$ cat config.mk
export PLATFORM = sky130hd
export DESIGN_NAME = float_divide_truncating_unit_flat
export DESIGN_NICKNAME = d
export VERILOG_FILES = /design/src/hw/rtl/fdt_pkg.sv /design/src/hw/rtl/fdt_stream_if.sv /design/src/hw/rtl/fdt_div_stage.sv /design/src/hw/rtl/float_divide_truncating_unit.sv /design/src/flat_wrapper.sv
export SDC_FILE = /design/constraint.sdc
export NUM_CORES = 2
export LEC_CHECK = 0
export BUFFER_PORTS_ARGS = -buffer_cell sky130_fd_sc_hd__buf_2
export CAP_MARGIN = 10
export CORE_MARGIN = 2
export CORE_UTILIZATION = 60
export DETAILED_ROUTE_END_ITERATION = 8
export GPL_TIMING_DRIVEN = 0
export PLACE_DENSITY = 0.76
export SLEW_MARGIN = 20
export SYNTH_ARGS = -nofsm -noshare
export SYNTH_HDL_FRONTEND = slang
export SYNTH_HIERARCHICAL = 1
export SYNTH_SLANG_ARGS = --single-unit
$ cat constraint.sdc
create_clock -name clk -period 16 [get_ports clk]
set_input_delay 3.2 -clock clk [delete_from_list [all_inputs] [get_ports clk]]
set_output_delay 3.2 -clock clk [all_outputs]
set_load 0.02 [all_outputs]
$ cat src/hw/rtl/fdt_pkg.sv
// Shared constants and the pipeline payload type for the truncating float divider.
package fdt_pkg;

    localparam int unsigned StepsPerStage = 4;
    localparam int unsigned DivSteps      = 32;
    localparam int unsigned NumStages     = DivSteps / StepsPerStage;

    // Payload widths of the input and output channels.
    localparam int unsigned InWidth  = 64;
    localparam int unsigned OutWidth = 32;

    localparam logic [31:0] SeMask    = 32'hFF80_0000;
    localparam logic [31:0] FracMask  = 32'h007F_FFFF;
    localparam logic [31:0] HiddenBit = 32'h0080_0000;
    localparam logic [31:0] ExpBias   = 32'h3F80_0000;
    localparam logic [31:0] PosInf    = 32'h7F80_0000;
    localparam logic [31:0] QFrac     = 32'h7FFF_FF00;

    // Payload carried by every divide stage.
    typedef struct packed {
        logic [31:0] rem;
        logic [31:0] quo;
        logic [23:0] den;
        logic [31:0] se_diff;
        logic        flip;
        logic        special;
        logic [31:0] special_val;
    } stage_t;

endpackage

$ cat src/hw/rtl/fdt_stream_if.sv
// Valid/ready stream interfaces for the operand pair and the quotient.
interface fdt_in_if;
    logic                         valid;
    logic                         ready;
    logic [fdt_pkg::InWidth-1:0]  data;

    modport source (output valid, output data, input ready);
    modport sink (input valid, input data, output ready);
endinterface

interface fdt_out_if;
    logic                         valid;
    logic                         ready;
    logic [fdt_pkg::OutWidth-1:0] data;

    modport source (output valid, output data, input ready);
    modport sink (input valid, input data, output ready);
endinterface

$ cat src/hw/rtl/fdt_div_stage.sv
// One pipeline stage running four restoring divide steps.
module fdt_div_stage (
    input  logic              clk,
    input  logic              rst_n,
    input  logic              in_valid,
    input  fdt_pkg::stage_t   in_data,
    output logic              in_ready,
    output logic              out_valid,
    output fdt_pkg::stage_t   out_data,
    input  logic              out_ready
);
    logic            valid_reg;
    fdt_pkg::stage_t data_reg;
    fdt_pkg::stage_t data_next;

    assign in_ready  = !valid_reg || out_ready;
    assign out_valid = valid_reg;
    assign out_data  = data_reg;

    // Four compare-subtract-shift steps on the partial remainder.
    always_comb
    begin
        logic [31:0] r;
        logic [31:0] q;
        logic        ge;
        data_next = in_data;
        r = in_data.rem;
        q = in_data.quo;
        for (int i = 0; i < fdt_pkg::StepsPerStage; i++)
        begin
            ge = r >= {8'd0, in_data.den};
            q  = {q[30:0], ge};
            if (ge)
            begin
                r = r - {8'd0, in_data.den};
            end
            r = {r[30:0], 1'b0};
        end
        data_next.rem = r;
        data_next.quo = q;
    end

    always_ff @(posedge clk or negedge rst_n)
    begin
        if (!rst_n)
        begin
            valid_reg <= 1'b0;
        end
        else if (in_ready)
        begin
            valid_reg <= in_valid;
        end
    end

    always_ff @(posedge clk)
    begin
        if (in_ready && in_valid)
        begin
            data_reg <= data_next;
        end
    end
endmodule

$ cat src/hw/rtl/float_divide_truncating_unit.sv
// Top level of the pipelined truncating single-precision divider.
//
//  channel | direction | payload
//  --------+-----------+------------------------------------------------
//  in_ch   | sink      | data[31:0] dividend_bits, data[63:32] divisor_bits
//  out_ch  | source    | data[31:0] quotient_bits
//
// The pipeline is an input register, eight divide stages of four
// steps each, and an output register that normalizes and packs.
// One transaction is accepted every cycle while the output is taken.
// Reset clears only the valid bits; payload registers are not reset.
// A stall on out_ch freezes each full stage with no empty stage after it; empty stages still fill.
module float_divide_truncating_unit (
    input  logic         clk,
    input  logic         rst_n,
    fdt_in_if.sink       in_ch,
    fdt_out_if.source    out_ch
);
    localparam int unsigned N = fdt_pkg::NumStages;

    logic            v   [N+1];
    logic            rdy [N+1];
    fdt_pkg::stage_t d   [N+1];

    logic            in_valid_reg;
    fdt_pkg::stage_t in_data_reg;
    fdt_pkg::stage_t in_next;
    logic            out_valid_reg;
    logic [31:0]     out_data_reg;
    logic [31:0]     out_next;
    logic            out_ready_int;
    logic            in_ready_int;
    logic [31:0]     a;
    logic [31:0]     b;

    assign a = in_ch.data[31:0];
    assign b = in_ch.data[63:32];

    // Operand decode: special cases, mantissas and exponent difference.
    always_comb
    begin
        in_next.rem         = (a & fdt_pkg::FracMask) | fdt_pkg::HiddenBit;
        in_next.quo         = 32'd0;
        in_next.den         = b[23:0] | fdt_pkg::HiddenBit[23:0];
        in_next.se_diff     = (a & fdt_pkg::SeMask) - (b & fdt_pkg::SeMask)
                              + fdt_pkg::ExpBias;
        in_next.flip        = a[31] ^ b[31];
        in_next.special     = (a[30:0] == 31'd0) || (b[30:0] == 31'd0);
        in_next.special_val = (a[30:0] == 31'd0) ? a : fdt_pkg::PosInf;
    end

    assign in_ready_int = !in_valid_reg || rdy[0];
    assign in_ch.ready  = in_ready_int;

    always_ff @(posedge clk or negedge rst_n)
    begin
        if (!rst_n)
        begin
            in_valid_reg <= 1'b0;
        end
        else if (in_ready_int)
        begin
            in_valid_reg <= in_ch.valid;
        end
    end

    always_ff @(posedge clk)
    begin
        if (in_ready_int && in_ch.valid)
        begin
            in_data_reg <= in_next;
        end
    end

    assign v[0] = in_valid_reg;
    assign d[0] = in_data_reg;

    // Divide pipeline.
    for (genvar s = 0; s < N; s++)
    begin : g_stage
        fdt_div_stage u_stage (
            .clk       (clk),
            .rst_n     (rst_n),
            .in_valid  (v[s]),
            .in_data   (d[s]),
            .in_ready  (rdy[s]),
            .out_valid (v[s+1]),
            .out_data  (d[s+1]),
            .out_ready (rdy[s+1])
        );
    end

    // Normalize, pack, check the sign of the wrapped exponent word and select the special-case result.
    always_comb
    begin
        logic        norm;
        logic [31:0] q;
        logic [31:0] r;
        norm = !d[N].quo[31];
        q    = norm ? {d[N].quo[30:0], 1'b0} : d[N].quo;
        r    = d[N].se_diff - (norm ? fdt_pkg::HiddenBit : 32'd0);
        r    = r | ((q & fdt_pkg::QFrac) >> 8);
        if (r[31] != d[N].flip)
        begin
            r = fdt_pkg::PosInf;
        end
        out_next = d[N].special ? d[N].special_val : r;
    end

    assign out_ready_int = !out_valid_reg || out_ch.ready;
    assign rdy[N]        = out_ready_int;
    assign out_ch.valid  = out_valid_reg;
    assign out_ch.data   = out_data_reg;

    always_ff @(posedge clk or negedge rst_n)
    begin
        if (!rst_n)
        begin
            out_valid_reg <= 1'b0;
        end
        else if (out_ready_int)
        begin
            out_valid_reg <= v[N];
        end
    end

    always_ff @(posedge clk)
    begin
        if (out_ready_int && v[N])
        begin
            out_data_reg <= out_next;
        end
    end

    // A stalled output freezes the last divide stage.
    a_stall_holds: assert property (@(posedge clk) disable iff (!rst_n)
        (out_valid_reg && !out_ch.ready && v[N]) |=> $stable(d[N]))
        else $error("last stage changed under stall");

    // A zero dividend yields a quotient whose magnitude bits are zero.
    a_zero_pass: assert property (@(posedge clk) disable iff (!rst_n)
        (v[N] && out_ready_int && d[N].special && d[N].special_val[30:0] == 31'd0)
        |=> (out_data_reg[30:0] == 31'd0))
        else $error("zero dividend not preserved");

    // The quotient of hidden-bit mantissas always has one of its top two bits set.
    a_quo_range: assert property (@(posedge clk) disable iff (!rst_n)
        (v[N] && !d[N].special) |-> (d[N].quo[31] || d[N].quo[30]))
        else $error("mantissa quotient out of range");
endmodule

$ cat src/flat_wrapper.sv
// flat-port wrapper written by rule: the top's interface ports become plain ports
module float_divide_truncating_unit_flat 
  (clk, rst_n, in_ch_valid, in_ch_data, in_ch_ready, out_ch_valid, out_ch_data, out_ch_ready);
  fdt_in_if in_ch_i ();
  fdt_out_if out_ch_i ();
  input  logic clk;
  input  logic rst_n;
  input wire logic [$bits(in_ch_i.valid)-1:0] in_ch_valid;
  input wire logic [$bits(in_ch_i.data)-1:0] in_ch_data;
  output wire logic [$bits(in_ch_i.ready)-1:0] in_ch_ready;
  output wire logic [$bits(out_ch_i.valid)-1:0] out_ch_valid;
  output wire logic [$bits(out_ch_i.data)-1:0] out_ch_data;
  input wire logic [$bits(out_ch_i.ready)-1:0] out_ch_ready;
  assign in_ch_i.valid = in_ch_valid;
  assign in_ch_i.data = in_ch_data;
  assign in_ch_ready = in_ch_i.ready;
  assign out_ch_valid = out_ch_i.valid;
  assign out_ch_data = out_ch_i.data;
  assign out_ch_i.ready = out_ch_ready;
  float_divide_truncating_unit u_core (.clk(clk), .rst_n(rst_n), .in_ch(in_ch_i), .out_ch(out_ch_i));
endmodule
Yosys cells after proc, flatten, opt, wreduce, memory -nomap -nowiden
Cells that the tools add are included.
- add/subtract/negate cells: 34
- magnitude comparators: 32
- equality and inequality tests: 1
- multiplexer cells: 35
- bitwise gates (word level): 2
- reduce and logical (&&, ||, !) cells: 33
- operators by type and width (operator ; count):
    $ge 32x24->1 ; 31
    $mux 31 ; 32
    $sub 31x24->31 ; 30
    $mux 32 ; 2
    $sub 32x32->32 ; 2
    $logic_not 31->1 ; 2
    $add 32x30->32 const B ; 1
    $or 32x23->32 ; 1
    $sub 24x24->25 ; 1
    $ge 24x24->1 ; 1
    $mux 24 ; 1
    $logic_or 1x1->1 ; 11
    $logic_and 1x1->1 ; 10
    $logic_not 1->1 ; 10
    $ne 1x1->1 ; 1
    $xor 1x1->1 ; 1
- register bits: 1204
- bits of input ports: 68
- output and inout bits: 34
- word-level logic and storage cells: 215

Depth between registers and ports, before layout
- depth after elaboration: 12
- gate-level depth with buffers: 62
- depth with buffers taken out: 54

Hierarchy
Netlist, hierarchy kept.
- modules (own cells, without submodules) (module ; instances ; cells each ; area an instance (um^2) ; seq. area each (um^2)):
    fdt_div_stage (u_core.g_stage[0].u_stage ...) ; 6 ; 1186 ; 11407.2 ; 4619.4
    fdt_div_stage (u_core.g_stage[7].u_stage) ; 1 ; 1162 ; 11559.8 ; 4619.4
    fdt_div_stage (u_core.g_stage[3].u_stage) ; 1 ; 1169 ; 11551.1 ; 4619.4
    float_divide_truncating_unit ; 1 ; 382 ; 5397.7 ; 3683.5

Worst setup path before layout
No wires, ideal clock.
- path kind: register to register
- start point: register u_core.g_stage[6].u_stage.data_reg (netlist bit u_core/g_stage[6].u_stage/out_data[66])
- end point: register, netlist name u_core/g_stage[7].u_stage/out_data[124]
- library setup time: 0.260 ns
- arrival time: 11.940 ns
- required time: 15.740 ns
- setup slack: 3.800 ns
- stages on the path, launching flop included: 60
- buffers on the path: 6
- clock period less this slack: 12.200 ns
- cell sequence: edfxtp_1 > ha_1 > inv_1 > fa_1 > a211oi_1 > o21a_1 > a211o_1 > a21oi_2 > nor2_8 > buf_2 > clkbuf_1 > mux2_2 > ha_1 > a21o_1 > a31o_2 > a21oi_1 > nand2_1 > a31oi_1 > [... 24 more ...] > o21ai_0 > ha_1 > a21o_1 > a21oi_1 > a21oi_1 > and2_1 > o21a_1 > o21ai_0 > a211oi_1 > a211o_1 > o211ai_1 > o21a_1 > o21ai_0 > nor3_4 > and3_1 > inv_2 > buf_6 > mux2_4
- RTL lines (element ; line ; text):
    from (decl) ; fdt_div_stage.sv:13 ; fdt_pkg::stage_t data_reg;
    from (signal assigned) ; fdt_div_stage.sv:59 ; data_reg <= data_next;

==> metrics.yaml <==
path_max_fanout: 11
clkTransAtPathRegs_ns: 0.06
dieWidth_um: 362.3
clkLatencyLatePin_ns: 0.77
core_um2: 127500
cpMostUsedCell: "a21oi_1"
routed_wl_um: 208200
numCtsBuffers: 109
pre_cts_slack_ns: -0.7055
cp.arrival_ns: 15.72
antenna_found_initial: 5
die_h_um: 362.3
cpMaxStageDelayCell: "edfxtp_1"
dpl.hpwl_um: 161700
min_path_type: "reg -> reg"
viasPerCell: 6.248
critPathKind: "reg -> reg"
gp_congestion: 0.9919
cts-root-buf: "clkbuf_16"
antenna_cells: 0
syn_inst: 7665
synth_area_um2: 77040
drive_gt1_share_pct: 9.334
maxCapViolations: 0
grtUsageTotal_pct: 31.10
relSlewSlack_pct: 36.63
cts_htree_levels: 3
area_growth_pct: 9.762
timing.final.crit_share_pct: 95.18
endpoint_kind: "register"
num-nets-final: 8692
critPathRequiredTime_ns: 16.49
postLayoutCoreUtil_pct: 66.31
cts.sink_count: 1123
slew_violations: 0
postLayoutSetupSlackWorst_ns: 0.7714
start_util_pct: 60.42
synth.avg_cell_area_um2: 10.05
drtIter0Drc: 5621
routedWlPerCell_um: 21.33
synth_warnings: 6
port_buffers: 101
status: "finished, final reports clean"
grt_pass1_vias: 57850
worst_setup_path_start_kind: "register"
slowest_delay_ns: 0.52
fin_crit_ns: 15.23
clockBufferDepth: 3
hold_viol_final: 0
grt_max_degree: 60
drcViolationCount: 0
dr.pass1.iters: 8
place_area_um2: 80440
n_fill_cell: 10080
worstMarginPinSlew_ns: 0.9426
num_rows: 131
final_area_um2: 84560
fin_skew_ns: 0.07646
largest_reg_flops: 992
detail-route-antenna-nets: 0
io_pins: 102
vias: 60990
grt_pass1_wl_um: 321400
dieArea_um2: 131300
hold_buffers: 0
finalSetupViolCount: 0
fin_setup_tns_ns: 0
grt_remaining_overflow: 0
clock.fmax_ghz: 0.06567
cts_tree: "built"
[layout make-up]
class,count,area [µm²],share of cell area (%)
tap,1662,2079,2.459
timing repair buffer,160,1279,1.512
clock inverter,59,747.0,0.8833
inverter,346,1310,1.549
sequential,1123,33670,39.82
buffer,201,949.7,1.123
clock buffer,148,2974,3.517
multi-input combinational,6062,41550,49.14
[final timing paths]
path,startpoint,end,slack (ns),cells after the start
min in group asynchronous,rst_n,u_core/in_valid_reg,2.28,1
min,u_core/g_stage[1].u_stage/out_data[63],u_core/g_stage[2].u_stage/out_data[63],0.39,0
max,u_core/g_stage[0].u_stage/out_data[67],u_core/g_stage[1].u_stage/out_data[144],0.77,56
max in group asynchronous,rst_n,u_core/g_stage[1].u_stage/out_valid,13.51,1
min reg2reg,u_core/g_stage[1].u_stage/out_data[63],u_core/g_stage[2].u_stage/out_data[63],0.39,0
max reg2reg,u_core/g_stage[0].u_stage/out_data[67],u_core/g_stage[1].u_stage/out_data[144],0.77,56
[per-layer routing]
| metal | GRT usage [%] | wire (µm) | up-vias |
|---|---|---|---|
| met2 | 50.73 | 95980 | 2264 |
| li1 | - | - | 29330 |
| met5 | 0 | 11 | - |
| met1 | 42.29 | 89310 | 28980 |
| met4 | 11.99 | 8226 | 2 |
| met3 | 4.119 | 14690 | 411 |
[critical path, delay by kind of cell, from the launching register on]
kind	cells	cell delay [ns]
AO/OA/AOI/OAI	24	6.18
flip-flops	1	0.52
buffers and inverters	12	3.13
adder cells (fa/ha/maj)	4	1.44
AND/OR/NAND/NOR	16	3.68
[cells in the final DEF (no fill, tap or decap), types with 109 or more instances in the layout]
cell / instances
ha_1: 607
o21ai_0: 364
nand4_1: 115
xnor2_1: 296
a21o_1: 237
nand2b_1: 158
xor2_1: 249
nand3_1: 151
nand2_1: 812
o31ai_1: 119
nor2_1: 580
inv_1: 328
a21oi_1: 628
clkbuf_1: 133
buf_2: 147
edfxtp_1: 1113
clkbuf_16: 109
[through the flow]
step / hold slack [ns] / std cells
floorplan: 0.4003 / 7742
global placement: 0.4002 / 9505
detailed placement: 0.4045 / 9522
CTS: 0.3827 / 9737
global route: 0.3860 / 9761
finish: 0.3884 / 9761
[what timing repair did]
action,4_1_cts,5_1_grt
gates resized for setup,8,56
setup endpoints to repair,124,181
buffers inserted,8,34
pin swaps,5,11
Power is left out: the tool's default activity adds up to more than one toggle a clock period on the data nets, which glitch-free logic cannot reach.
